--- config.mk ---
export PLATFORM = sky130hd
export DESIGN_NAME = wrs_ctrl
export DESIGN_NICKNAME = d
export VERILOG_FILES = /design/src/wal_record_sequencer_assert.svh /design/src/wrs_pkg.sv /design/src/wrs_ctrl.sv
export SDC_FILE = /design/constraint.sdc
export NUM_CORES = 1
export LEC_CHECK = 0
export ABC_AREA = 1
export BUFFER_PORTS_ARGS = -buffer_cell sky130_fd_sc_hd__buf_4
export CORE_AREA = 2 2 39 41
export DETAILED_ROUTE_END_ITERATION = 10
export DIE_AREA = 0 0 41 43
export SKIP_CTS_REPAIR_TIMING = 1
export SLEW_MARGIN = 25
export SYNTH_ARGS = -nofsm -noshare
export SYNTH_HDL_FRONTEND = slang
export SYNTH_SLANG_ARGS = --single-unit
--- constraint.sdc ---
create_clock -name clk -period 1.6 [get_ports clk]
set_clock_uncertainty 0.15 [all_clocks]
set_input_delay 0.16 -clock clk [delete_from_list [all_inputs] [get_ports clk]]
set_output_delay 0.16 -clock clk [all_outputs]
set_load 0.05 [all_outputs]
--- src/wal_record_sequencer_assert.svh ---
// ----------------------------------------------------------------------------
// Assertion macros for the log record sequencer
// Checks are clocked on clk and held off while arst_n is low.
// ----------------------------------------------------------------------------
`ifndef WAL_RECORD_SEQUENCER_ASSERT_SVH
`define WAL_RECORD_SEQUENCER_ASSERT_SVH

// Same-cycle implication
`define WRS_ASSERT_NOW(lbl, ante, cons, msg) \
	lbl: assert property (@(posedge clk) disable iff (!arst_n) (ante) |-> (cons)) \
		else $error(msg);

// Next-cycle implication
`define WRS_ASSERT_NEXT(lbl, ante, cons, msg) \
	lbl: assert property (@(posedge clk) disable iff (!arst_n) (ante) |=> (cons)) \
		else $error(msg);

`endif

--- src/wrs_pkg.sv ---
`timescale 1ns / 1ps
// ----------------------------------------------------------------------------
// wrs_pkg
// Shared types and constants of the log record sequencer.
// ----------------------------------------------------------------------------
package wrs_pkg;

	localparam int MAX_ACTIVE_DEF = 64;

	localparam logic [2:0] KIND_BEGIN  = 3'd0;
	localparam logic [2:0] KIND_UPDATE = 3'd1;
	localparam logic [2:0] KIND_ALLOC  = 3'd2;
	localparam logic [2:0] KIND_FREE   = 3'd3;
	localparam logic [2:0] KIND_COMMIT = 3'd4;
	localparam logic [2:0] KIND_ABORT  = 3'd5;

	localparam logic [1:0] STAT_OK     = 2'd0;
	localparam logic [1:0] STAT_FULL   = 2'd1;
	localparam logic [1:0] STAT_TFULL  = 2'd2;
	localparam logic [1:0] STAT_ZERO   = 2'd3;

	localparam logic [2:0] REG_BUFFER     = 3'd0;
	localparam logic [2:0] REG_HEADER     = 3'd1;
	localparam logic [2:0] REG_UPD_FIXED  = 3'd2;
	localparam logic [2:0] REG_PAGE_PL    = 3'd3;
	localparam logic [2:0] REG_FIRST_LSN  = 3'd4;
	localparam logic [2:0] REG_FIRST_TXID = 3'd5;

	typedef enum logic [3:0] {
		ST_IDLE,
		ST_SIZE,
		ST_CHECK,
		ST_RD,
		ST_CMP,
		ST_UPD,
		ST_INS,
		ST_SH_RD,
		ST_SH_WR,
		ST_EMIT
	} state_t;

	typedef struct packed {
		logic load;
		logic size;
		logic check;
		logic rd_plus1;
		logic cmp_step;
		logic upd;
		logic ins;
		logic shift_wr;
		logic shift_done;
		logic emit;
	} cmd_t;

	typedef struct packed {
		logic kind_ok;
		logic fail;
		logic more;
		logic hit;
		logic more_shift;
		logic found;
		logic is_begin;
		logic is_remove;
		logic out_free;
	} sts_t;

endpackage

--- src/wrs_ctrl.sv ---
`timescale 1ns / 1ps
// ----------------------------------------------------------------------------
// wrs_ctrl
// Sequencer state machine: size, check, table scan, update, insert, shift and emit.
// ----------------------------------------------------------------------------
module wrs_ctrl (
	input  logic          clk,
	input  logic          arst_n,
	input  logic          in_valid,
	output logic          in_ready,
	input  wrs_pkg::sts_t sts,
	output wrs_pkg::cmd_t cmd
);

	wrs_pkg::state_t state_q, state_nx;

	always_ff @(posedge clk or negedge arst_n) begin
		if (!arst_n) begin
			state_q <= wrs_pkg::ST_IDLE;
		end else begin
			state_q <= state_nx;
		end
	end

	always_comb begin
		state_nx = state_q;
		case (state_q)
			wrs_pkg::ST_IDLE: begin
				if (in_valid && sts.kind_ok) state_nx = wrs_pkg::ST_SIZE;
			end
			wrs_pkg::ST_SIZE:  state_nx = wrs_pkg::ST_CHECK;
			wrs_pkg::ST_CHECK: state_nx = sts.fail ? wrs_pkg::ST_EMIT : wrs_pkg::ST_RD;
			wrs_pkg::ST_RD:    state_nx = sts.more ? wrs_pkg::ST_CMP : wrs_pkg::ST_UPD;
			wrs_pkg::ST_CMP:   state_nx = sts.hit ? wrs_pkg::ST_UPD : wrs_pkg::ST_RD;
			wrs_pkg::ST_UPD: begin
				if (sts.is_begin) state_nx = wrs_pkg::ST_INS;
				else if (sts.is_remove && sts.found) state_nx = wrs_pkg::ST_SH_RD;
				else state_nx = wrs_pkg::ST_EMIT;
			end
			wrs_pkg::ST_INS:   state_nx = wrs_pkg::ST_EMIT;
			wrs_pkg::ST_SH_RD: state_nx = sts.more_shift ? wrs_pkg::ST_SH_WR : wrs_pkg::ST_EMIT;
			wrs_pkg::ST_SH_WR: state_nx = wrs_pkg::ST_SH_RD;
			wrs_pkg::ST_EMIT: begin
				if (sts.out_free) state_nx = wrs_pkg::ST_IDLE;
			end
			default: state_nx = wrs_pkg::ST_IDLE;
		endcase
	end

	always_comb begin
		cmd      = '0;
		in_ready = 1'b0;
		case (state_q)
			wrs_pkg::ST_IDLE: begin
				in_ready = 1'b1;
				cmd.load = in_valid;
			end
			wrs_pkg::ST_SIZE:  cmd.size = 1'b1;
			wrs_pkg::ST_CHECK: cmd.check = 1'b1;
			wrs_pkg::ST_RD:    ;
			wrs_pkg::ST_CMP:   cmd.cmp_step = 1'b1;
			wrs_pkg::ST_UPD:   cmd.upd = 1'b1;
			wrs_pkg::ST_INS:   cmd.ins = 1'b1;
			wrs_pkg::ST_SH_RD: begin
				cmd.rd_plus1   = 1'b1;
				cmd.shift_done = !sts.more_shift;
			end
			wrs_pkg::ST_SH_WR: cmd.shift_wr = 1'b1;
			wrs_pkg::ST_EMIT:  cmd.emit = sts.out_free;
			default: ;
		endcase
	end

endmodule

Word-level counts from Yosys, hierarchy flattened
Cells that the tools add are included.
Word-level totals
  flip-flop bits (word level): 4
  memories kept: 0
  bits in read-only memories: 0
  input port bits: 12
  output and inout bits: 11
  latch bits: 0
  RAM bits: 0
Cells by class
  reductions and logical operators: 5
  shift-type cells: 0
  div/mod/pow operators: 0
  $lt $le $gt $ge: 0
  bitwise gates (word level): 0
  eq/ne operators: 11
  multiplexer cells: 20
  add/sub/neg operators: 0
  multiply operators: 0
Operators with widths (number)
  case mux 4 bit (10 select lines): 1
  two-way mux 4 bit: 5
  equality test 4 x 3 -> 1 bit (second input constant): 4
  two-way mux 1 bit: 13
  equality test 4 x 2 -> 1 bit (second input constant): 2
  equality test 4 bit (second input constant): 2
  equality test 4 x 1 -> 1 bit (second input constant): 1
  logical NOT 4 bit: 1
  inequality test 2 bit (second input constant): 2
  two-way mux 3 bit: 1
  logical AND 1 bit: 2
  AND reduction 2 bit: 1
  logical NOT 1 bit: 1

Longest topological paths before layout
Gate-level depths: netlist (run 1).
  depth after elaboration: 4
  mapped depth: 8
  mapped depth without buffers: 8

Least setup slack after synthesis (run 1)
OpenSTA, ideal clock, no wires.
  path type: reg2out
  start: register state_q[1]
  end: output port cmd[0] (netlist bit)
  slack: -0.094 ns
  cell stages (with the launch flop): 4
  arrival: 1.384 ns
  buffers on the path: 0
  cell sequence: dfrtp_1 -> nor2_2 -> nand3_1 -> nor2_1
RTL lines
  start: declaration: line wrs_ctrl.sv:15  | wrs_pkg::state_t state_q, state_nx;
  start signal: assignment: line wrs_ctrl.sv:19  | state_q <= wrs_pkg::ST_IDLE;
  start signal: assignment: line wrs_ctrl.sv:21  | state_q <= state_nx;
  end: declaration: line wrs_ctrl.sv:12  | output wrs_pkg::cmd_t cmd

==> results.md, run 1 <==
Job:
- The max-cap violation count is 0.

Logic synthesis:
- In this run, synthesis inferred 0 flip-flops with an integrated enable.
- Of the post-synthesis cell area, the dominant cell type holds 0.252.
- The dominant synthesized flop cell is sky130_fd_sc_hd__dfrtp_1.
- Summing every instance area after synthesis gives 398 sq um.
- The register area share after synthesis is 0.252.
- Of all flip-flops after synthesis, the portion carrying an async set or reset was 1.00.
- The cell count after synthesis came out at 66.
- sky130_fd_sc_hd__nand2_1 is the most common cell in the netlist.
- The total nets after synthesis is 78.
- After synthesis the netlist holds a flip-flop and latch count of 4.
- The post-synthesis cell type with the largest combined area is sky130_fd_sc_hd__dfrtp_1.
- The number of warning messages in the yosys log is 0.
- Yosys mapped the design onto 15 distinct sky130hd cell types.
- Each instance of the synthesized netlist takes up on average 6.03 sq um.
- The commonest cells after synthesis are 15 x sky130_fd_sc_hd__nand2_1, 12 x sky130_fd_sc_hd__inv_1, 6 x sky130_fd_sc_hd__nor2_1.
- By area the synthesized netlist is led by sky130_fd_sc_hd__dfrtp_1 25%, sky130_fd_sc_hd__nand2_1 14%, sky130_fd_sc_hd__inv_1 11%.

Power:
- Of the total power, combinational logic draws 0.732.
- The share of total power dissipated in the clock network is 0.086.
- Of the total power, the share spent switching nets is 0.575.
- Of the total power, registers draw 0.182.
- The switching power of the nets is 0.000811 W.
- In this run the power density over the cells is 2050 nW/um^2.
- The internal power contribution is 0.000599 W.
- The total power of the final layout is 0.00141 W.
- VDD sags by at most 1070 uV.
- The leakage dissipation is 0.407 nW.

Clocking:
- In this run the number of H-tree levels came out at 1.
- The master cell of the clock root buffer is sky130_fd_sc_hd__clkbuf_4.
- Clock tree synthesis inserted a total of 3 buffers.
- CTS saw 4 sinks.
- The clock network latency to the later pin of the worst-skew pair is 230 ps.
- The number of buffers on the longest clock path is 2.
- The clock-pin slew reported for the worst setup and hold paths after clock tree synthesis is 30 ps.
- TritonCTS built the clock tree.

Worst setup path:
- By startpoint and endpoint, the worst setup path is classified as reg -> out.
- The worst path arrival time is 1280 ps.
- The critical path startpoint category is a register.
- The worst setup path is captured at an output pin.
- The source of the worst register-to-register timing path is state_q[1].
- For the worst setup path, the data required time is 1290 ps.
- In this design, the stage delay of the slowest critical-path cell is 480 ps.
- Among all stages on the critical path, the largest delay is contributed by sky130_fd_sc_hd__dfrtp_2.
- Of all nets on the critical path, the largest fanout is 7.
- Traced cell by cell, the critical path runs through nor2_2, nand3_2, inv_1, buf_4.
- Tracing the worst setup path back leads to its startpoint at state_q[1].

Timing:
- The worst-case headroom to the max-slew limit is 0.861.
- Setup violations remaining at the end of the flow were counted as 0.
- The post-route worst hold slack is 5.15 ps.
- The measured slew at the worst slew-check pin is 209 ps.
- The highest clock rate is 628 MHz.
- The shortest period the worst path allows is 1590 ps.
- In the finished design, the share of the clock period the worst path needs comes to 0.995.
- The count of pins over their slew limit is 0.
- The number of hold violations in the final report is 0.
- Setup repair after global routing could not meet its margin everywhere.

Drt:
- The overall routed net length is 1040 microns.
- The total via count after detailed routing is 493.
- The via-per-instance ratio is 4.48.
- The wire length per cell after detailed routing is 9.45 microns.
- The count of nets left with antenna violations once routing finished came out at 0.
- For this run, design rule violations remaining after detail routing come to 0.
- The number of DRC markers after the initial detailed-route iteration is 5.
- The detailed-routing iteration count for the pre-antenna-repair pass is 4.

Global route:
- The number of global-route vias before repair came to 460.
- The aggregate global routing overflow is 0.
- The pin count of the biggest net entering global routing is 8.
- Across every metal layer, demand over resource in global routing totals 0.134.
- The first-pass GRT wire length is 1600 microns.
- The number of antenna violations at the first check in global routing is 0.

Hold path:
- The worst hold path begins at sts[5].
- The tightest min-delay check is of the in -> reg type.

Cells and area:
- Of the cells placed in the final design, the portion with a size suffix greater than 1 is 0.543.
- The largest registers in the layout are state_q x4.
- The net count of the finished layout is 108.
- The register with the most flip-flops in the layout has 4 of them.
- The filler cells instantiated in the layout total 137.
- The number of antenna cells inserted is 0.
- The area growth from synthesis to layout is 73.3%.
- More flip-flops sit in one register than any other, and that register is state_q.

Die:
- The floorplan has 14 rows.
- The core region is 1380 sq um.
- For this configuration, the core starts out at a cell density of 0.288.
- The top-level I/O count is 23.
- The height of the chip is 43 microns.
- Measured along the x axis, the die boundary spans 41 microns.
- The area enclosed by the die boundary is 1760 sq um.

Placement:
- The final weighted congestion in routability-driven placement is 0.824.
- The detailed placer's ending HPWL is 875 microns.
- The number of buffers added on ports is 22.

Outcome:
- The run finished with clean final reports.
## final timing paths
kind	to	slack [ps]	cells past startpoint
setup / recovery	cmd[2]	8	4
hold / removal	state_q[2]	5	3
setup reg to reg	state_q[0]	220	8
hold reg to reg	state_q[2]	530	3
max in group asynchronous	state_q[3]	1070	2
min in group asynchronous	state_q[0]	110	2
## metal layers
layer	GRT usage	vias up	part of all wire
met5	0	-	0
met4	0.120	0	0.035
li1	-	255	-
met2	0.216	21	0.50
met3	0.0157	5	0.075
met1	0.141	212	0.39
## power by group through the flow
stage               Sequential (W)  Clock, W  Combinational (W)
global placement          0.000241         0           0.000920
global route              0.000266  0.000136            0.00111
CTS                       0.000241  0.000128           0.000926
floorplan                 0.000231         0           0.000695
detailed placement        0.000242         0           0.000922
finish                    0.000257  0.000122            0.00103
## cells in the final DEF (no fill, tap or decap), types with 4 or more instances in the layout
cell                      netlist  routed
sky130_fd_sc_hd__buf_4          0      17
sky130_fd_sc_hd__nand2_1       15      15
sky130_fd_sc_hd__inv_1         12      11
sky130_fd_sc_hd__inv_2          5       7
sky130_fd_sc_hd__nand3_1        5       5
sky130_fd_sc_hd__nor2_2         4       5
sky130_fd_sc_hd__buf_6          0       5
sky130_fd_sc_hd__nor2_4         2       4
## kinds of logic (layout without fill, tap and decap cells)
family | count (synthesis) | in the layout | synth area share
flip-flops | 4 | 4 | 0.252
AO/OA/AOI/OAI | 5 | 5 | 0.0692
AND/OR/NAND/NOR | 39 | 39 | 0.509
buffers and inverters | 18 | 46 | 0.170
## critical path: cells and delay by family, from the launching register on
family / cells / cell delay, ps
DFF: 1 / 480
and+or+nand+nor: 2 / 300
buffers and inverters: 2 / 270
## metrics by stage
step / cell area [sq um] / TNS [ps] / instances / utilization / setup WS, ps
CTS: 613 / -201 / 107 / 0.443 / -88.2
finish: 689 / 0 / 110 / 0.498 / 7.55
detailed placement: 591 / 0 / 104 / 0.427 / 171
global route: 689 / -280 / 110 / 0.498 / -60.2
floorplan: 405 / 0 / 66 / - / 11.9
global placement: 591 / 0 / 104 / 0.427 / 153
## cell type report
type | instances | area, sq um | area share
repair buffers | 25 | 224 | 0.325
multi-input cells | 44 | 253 | 0.367
well taps | 16 | 20.0 | 0.0290
flip-flops and latches | 4 | 103 | 0.149
inverters | 18 | 67.6 | 0.0980
clock buffers | 3 | 22.5 | 0.0327
Note: power is estimated with default switching activity, not from simulation.
==> run 2, diff against run 1 <==
Settings changed: ABC_AREA 1 to not set.
==> run 2 against run 1 <==
The flow now finishes with violations (setup timing); hold slack better by 74 ps; cell count up 0.91%; combinational power rose by 65%; clock power grew 19%; critical path type unchanged.
==> results.md, run 2 <==
Logic synthesis:
- Counting flops with a built-in enable in the synthesized netlist gives 0.
- A synthesized cell averages 8.42 sq um.
- After synthesis, the cell types taking the most area are sky130_fd_sc_hd__dfrtp_1 23%, sky130_fd_sc_hd__nor3_1 6.9%, sky130_fd_sc_hd__nor4b_2 6.9%.
- Counting every net in the synthesized netlist gives 64.
- The register area share after synthesis is 0.229.
- The post-synthesis cell type with the largest combined area is sky130_fd_sc_hd__dfrtp_1.
- The share of synthesized area in the top cell type comes to 0.229.
- Summing every instance area after synthesis gives 438 sq um.
- The count of unique library cells instantiated by Yosys is 28.
- Synthesis inferred 4 register bits.
- Synthesis produced 52 cells.
- The number of warning messages in the yosys log is 0.
- The cell with the most instances after synthesis is sky130_fd_sc_hd__nor3_1.
- By count the netlist is led by 6 x sky130_fd_sc_hd__nor3_1, 4 x sky130_fd_sc_hd__dfrtp_1, 4 x sky130_fd_sc_hd__nand2b_1, 4 x sky130_fd_sc_hd__nor2b_1.
- For this run, the leading register cell type out of synthesis is sky130_fd_sc_hd__dfrtp_1.
- In the synthesized netlist the async set-or-reset flop fraction comes to 1.00.

Job:
- The max-cap violation count is 0.

Timing:
- Setup repair after global routing could not meet its margin everywhere.
- The highest clock rate is 556 MHz.
- The worst-case headroom to the max-slew limit is 0.766.
- Final hold analysis gives a worst-case slack of 79.2 ps.
- Subtracting the final worst setup slack from the clock period gives 1800 ps.
- The measured slew at the worst slew-check pin is 346 ps.
- Setup slack on the critical path of the routed design comes to -200 ps.
- The number of hold violations in the final report is 0.
- Dividing the final minimum period by the clock period gives 1.12.
- Setup violations remaining at the end of the flow were counted as 7.
- The count of pins over their slew limit is 0.

Clocking:
- TritonCTS built the clock tree.
- The clock network latency to the later pin of the worst-skew pair is 240 ps.
- The number of buffers on the longest clock path is 2.
- The master cell of the clock root buffer is sky130_fd_sc_hd__clkbuf_4.
- The total number of H-tree levels is 1.
- The number of clock sinks is 4.
- The number of buffers created by CTS is 3.
- The clock-pin slew reported for the worst setup and hold paths after clock tree synthesis is 40 ps.

Cells and area:
- The final core utilization is 0.739.
- The net count of the finished layout is 108.
- Compared with the post-synthesis result, the final layout area differs by 133%.
- The non-filler instance count after layout is 111.
- The commonest non-fill, non-tap cell in the layout is sky130_fd_sc_hd__buf_4.
- The flip-flop count of the largest register after layout is 4.
- In the final layout, the share of cells above drive strength 1 is 0.737.
- The largest registers in the layout are state_q x4.
- The register with the most flip-flops is state_q.
- The number of antenna cells inserted is 0.
- The top cell types in the final layout, fill and taps aside, are 26 x sky130_fd_sc_hd__buf_4, 8 x sky130_fd_sc_hd__buf_6, 4 x sky130_fd_sc_hd__buf_8, 4 x sky130_fd_sc_hd__dfrtp_2.

Global route:
- In the global route stage, met2 resource usage came out at 0.250.
- The first-pass GRT wire length is 1930 microns.
- The number of antenna violations at the first check in global routing came to 0.
- The number of global-route vias before repair was 457.
- For met3 alone, demand over resource in global routing was 0.0681.
- The aggregate global routing overflow is 0.
- The layer carrying the most global-route usage is met2.
- The total global-route track usage is 0.165.
- Entering global routing, the biggest net connects 13 pins.
- The met1 usage is 0.212.

Drt:
- The via-per-instance ratio is 4.98.
- The wire length per cell after detailed routing is 12.5 microns.
- The number of DRC markers after the initial detailed-route iteration is 4.
- The post-route antenna net violation count is 0.
- Detailed routing inserted a total of 553 vias.
- The post-route DRC violation count is 0.
- The first detailed-routing pass ran for 3 iterations.
- The routed design has 1390 microns of wire.

Power:
- For this design the static power due to leakage is 0.436 nW.
- The ratio of total power to cell area is 2070 nW/um^2.
- VDD sags by at most 1230 uV.

Die:
- During I/O placement, the number of pins put on the boundary was 23.
- The area of the core is 1380 sq um.
- The effective utilization at floorplan is 0.316.
- The area enclosed by the die boundary is 1760 sq um.
- The height of the chip is 43 microns.
- The number of standard-cell rows in the floorplan is 14.
- The die extent in x is 41 microns.

Worst setup path:
- The largest fanout on the critical path is 4.
- The worst path arrival time is 1490 ps.
- The nature of the critical path endpoint is an output pin.
- The critical path in this run is classified as reg -> out.
- For the worst setup path, the data required time is 1290 ps.
- The critical path startpoint category is a register.

Placement:
- The count of buffers added on input and output ports is 22.
- Routability-driven placement finished with a final weighted congestion of 0.766.
- The detailed placer's ending HPWL is 913 microns.
- The placed instance count is 91.

Outcome:
- The final reports fail on setup timing.
- The run finished, with violations left.

Hold path:
- The min-delay analysis places its worst path in the category in -> reg.
run 2: cell count changes after synthesis, sizes merged, moves of 4 or more:
cell    change
nor2b       +4
nand2b      +4
nand3       -7
nor2        -9
buf         +4
nor4b       +4
inv        -15
nor3        +6
nand2      -18
run 2: critical path, cell delays in order (launching register included):
cell and delay, ps:
sky130_fd_sc_hd__dfrtp_2 430, sky130_fd_sc_hd__buf_12 140, sky130_fd_sc_hd__buf_4 140, sky130_fd_sc_hd__nor4b_4 320
sky130_fd_sc_hd__buf_6 200
run 2: kinds of logic (layout without fill, tap and decap cells):
| logic type | Yosys count | in the layout | synth area share |
|---|---|---|---|
| AOI/OAI and AO/OA | 11 | 11 | 0.189 |
| and+or+nand+nor | 29 | 29 | 0.457 |
| DFF | 4 | 4 | 0.229 |
| muxes | 2 | 2 | 0.0457 |
| buffers and inverters | 6 | 49 | 0.0800 |
run 2: report_power, final:
part | internal (W) | leakage [nW] | switching, W | total, W
Sequential | 0.000161 | 0.0452 | 0.000110 | 0.000270
Combinational | 0.000885 | 0.375 | 0.000814 | 0.00170
Clock | 0.0000942 | 0.0150 | 0.0000505 | 0.000145
run 2: final cells by class:
class                           instances  area (sq um)
Sequential cell                         4           105
Clock buffer                            4          26.3
Inverter                                2          7.51
Fill cell                             105           362
Tap cell                               16          20.0
Timing Repair Buffer                   43           440
Multi-Input combinational cell         42           423
run 2: metrics by stage:
step	worst slack (ps)	cell area [sq um]	setup TNS (ps)	total power (W)
after detailed placement	70.3	714	0	0.00139
final	-200	1020	-750	0.00211
after floorplan	-377	510	-767	0.00111
after CTS	-204	741	-1380	0.00155
after global placement	51.1	714	0	0.00139
after global routing	-271	1020	-1370	0.00225
run 2: worst paths after layout:
kind / start / to / slack [ps] / depth (start not counted)
min reg2reg: state_q[1] / state_q[2] / 590 / 2
max in group asynchronous: arst_n / state_q[1] / 1070 / 2
max: state_q[2] / cmd[2] / -200 / 4
min: sts[0] / state_q[3] / 80 / 3
min in group asynchronous: arst_n / state_q[0] / 120 / 2
max reg2reg: state_q[2] / state_q[1] / 30 / 6
run 2: metal layers:
metal  vias to the layer above  wire length [microns]  share of wire
li1                        281                      -              -
met1                       250                    536           0.39
met2                        20                    765           0.55
met3                         2                     70          0.050
met4                         0                     14          0.010
met5                         -                      0              0
==> run 3, diff against run 2 <==
Clock period 1.6 ns to 1.85 ns, I/O delays scaled along.
==> run 3 against run 2 <==
The run now ends clean; power down 44%; setup slack gained 260 ps; wire length is 19% lower; hold slack better by 46 ps; sequential share of layout area grew 4.9 points; global-route usage is 2.5 points lower; critical endpoint is now cmd[9]; highest routed layer is now met3.
==> results.md, run 3 (synthesized netlist as in run 2, its figures left out) <==
Outcome:
- The flow ran to the end, and the final reports show no timing, DRC or antenna violations.

Worst setup path:
- The register-to-register setup slack is 340 ps.
- The source of the worst register-to-register timing path is state_q[2].
- The worst setup path is launched from a register.
- The destination of the worst register-to-register timing path is state_q[0].
- For the worst setup path, the data arrival time is 1450 ps.
- The critical path in this run is classified as reg -> out.
- In this run the worst path has a maximum fanout of 14.
- STA puts the critical path data required time at 1510 ps.
- The number of cells on the worst reg-to-reg path is 5.
- STA classifies the critical path endpoint as an output pin.

Hold path:
- In this run the worst hold path is classified as in -> reg.
- The origin of the worst min-delay path is sts[0].
- The path with the worst hold slack has its endpoint at state_q[3].
- The number of cells on the worst hold path is 3.

Timing:
- The shortest period the worst path allows is 1790 ps.
- The sum of negative setup slack is 0 ps.
- At the pin with the least slew margin, the transition time is 321 ps.
- The post-route worst hold slack is 125 ps.
- In this run the tightest slew margin relative to its limit is 0.783.
- The count of pins over their slew limit is 0.
- The setup slack after layout is 61.0 ps.
- Derived from the worst setup path, the maximum achievable clock frequency is 559 MHz.
- The final critical-path share of the clock period is 0.967.
- The number of hold violations in the final report is 0.
- Setup violations remaining at the end of the flow were counted as 0.

Job:
- The tool flagged a number of max-cap violations equal to 0.

Clocking:
- The clock reaches the later pin of the worst-skew pair after 230 ps.
- The clock-pin slew reported for the worst setup and hold paths after clock tree synthesis is 40 ps.
- The number of buffers on the longest clock path is 2.
- In this run the clock root is driven by a sky130_fd_sc_hd__clkbuf_4.
- The total number of H-tree levels is 1.
- The TritonCTS clock tree is yes.
- TritonCTS created 3 clock buffers.
- CTS saw 4 sinks.

Placement:
- Before CTS, the worst setup slack after placement is 216 ps.
- The number of buffers added on ports is 22.
- The placed standard-cell area is 641 sq um.
- The final weighted congestion in routability-driven placement is 0.720.
- The placed instance count is 89.
- The wire-length estimate of the detail-placed layout is 848 microns.

Drt:
- The total via count after detailed routing is 482.
- The number of DRC markers after the initial detailed-route iteration is 9.
- Once detail routing completed, the nets flagged for antenna violations numbered 0.
- The post-route DRC violation count is 0.
- The wire length per cell after detailed routing is 11.9 microns.
- Before antenna repair, the detailed router went through 4 iterations.
- In the routed layout, each cell is associated on average with a via count of 5.13.
- The final layout contains routed wiring with a total length of 1120 microns.

Global route:
- For this run, the total global-route usage over all layers was measured as 0.140.
- The number of global-route vias before repair is 413.
- Entering global routing, the biggest net connects 17 pins.
- The number of antenna violations at the first check in global routing is 0.
- The aggregate global routing overflow is 0.
- The first-pass GRT wire length is 1680 microns.

Cells and area:
- The library cell used most frequently in the layout, excluding fill and tap cells, is sky130_fd_sc_hd__buf_4.
- The number of antenna cells inserted is 0.
- The flip-flop count of the largest register after layout is 4.
- The register with the most flip-flops is state_q.
- The largest registers in the layout are state_q x4.
- The ratio of cells with drive above 1 in the final layout is 0.526.
- The area growth from synthesis to layout is 56.3%.
- Leaving out fill and tap cells, the most frequent cells in the layout are 26 x sky130_fd_sc_hd__buf_4, 5 x sky130_fd_sc_hd__nor3_1, 4 x sky130_fd_sc_hd__nand2b_1.
- The final instance area is 684 sq um.
- Once layout is complete, the cells apart from fillers number 94.
- For this run, the post-layout net count is 92.

Power:
- The share of total power in the clock network is 0.087.
- The highest ir drop seen on vdd is 728 uV.
- The switching power of the nets is 0.000642 W.
- The portion of total power attributed to combinational logic is 0.681.
- The share of total power dissipated in sequential elements is 0.231.
- For this design the ratio of total power to cell area is 1740 nW/um^2.
- The fraction of power spent switching nets is 0.540.
- The internal power contribution is 0.000546 W.
- For this design the static power due to leakage is 0.297 nW.

Die:
- The effective utilization at floorplan is 0.316.
- The floorplan step defined a die boundary enclosing 1760 sq um.
- The top-level I/O count is 23.
- The height of the chip is 43 microns.
- The region available for standard cell placement spans 1380 sq um.
- The floorplan has 14 rows.
- The die extent in x is 41 microns.
## run 3: cell count changes in the layout (fill, tap and decap cells not counted), sizes merged
cell / before / now
clkbuf: 5 / 3
buf: 41 / 26
## run 3: cell type report
class,count,area (sq um)
inverter,2,7.51
sequential,4,104
fill,142,699
timing repair buffer,27,205
tap,16,20.0
multi-input combinational,42,325
clock buffer,3,22.5
## run 3: per-layer routing
metal / track usage / share of wire / up-vias
met3: 0.0314 / 0.043 / 0
met5: 0 / 0 / -
li1: - / - / 246
met4: 0.0800 / 0 / 0
met1: 0.208 / 0.46 / 221
met2: 0.178 / 0.49 / 15
## run 3: power by group through the flow
stage / Clock, W / Combinational, W / Sequential (W)
floorplan: 0 / 0.000677 / 0.000193
global placement: 0 / 0.000797 / 0.000266
detailed placement: 0 / 0.000792 / 0.000270
CTS: 0.000110 / 0.000795 / 0.000268
global route: 0.000113 / 0.000868 / 0.000290
finish: 0.000104 / 0.000809 / 0.000275
## run 3: how the worst max path moves through the flow
| stage | startpoint | endpoint | slack, ps | depth (start not counted) |
|---|---|---|---|---|
| 2_1_floorplan | state_q[0] | cmd[7] | -320 | 3 |
| 3_3_place_gp | state_q[1] | cmd[9] | 230 | 3 |
| 3_5_place_dp | state_q[1] | cmd[9] | 220 | 3 |
| 4_1_cts | state_q[1] | cmd[9] | -40 | 3 |
| 5_1_grt | state_q[2] | cmd[9] | -10 | 4 |
| 6_report | state_q[2] | cmd[9] | 60 | 4 |
## run 3: worst max-delay path, cell delays in order (launching register included)
cell and delay (ps):
sky130_fd_sc_hd__dfrtp_1 360, sky130_fd_sc_hd__buf_4 190, sky130_fd_sc_hd__nor4_4 320, sky130_fd_sc_hd__and2_1 160, sky130_fd_sc_hd__buf_4 190
## run 3: stage by stage
step / util / power [W]
floorplan: - / 0.000870
global placement: 0.463 / 0.00106
detailed placement: 0.463 / 0.00106
CTS: 0.479 / 0.00117
global route: 0.495 / 0.00127
finish: 0.495 / 0.00119
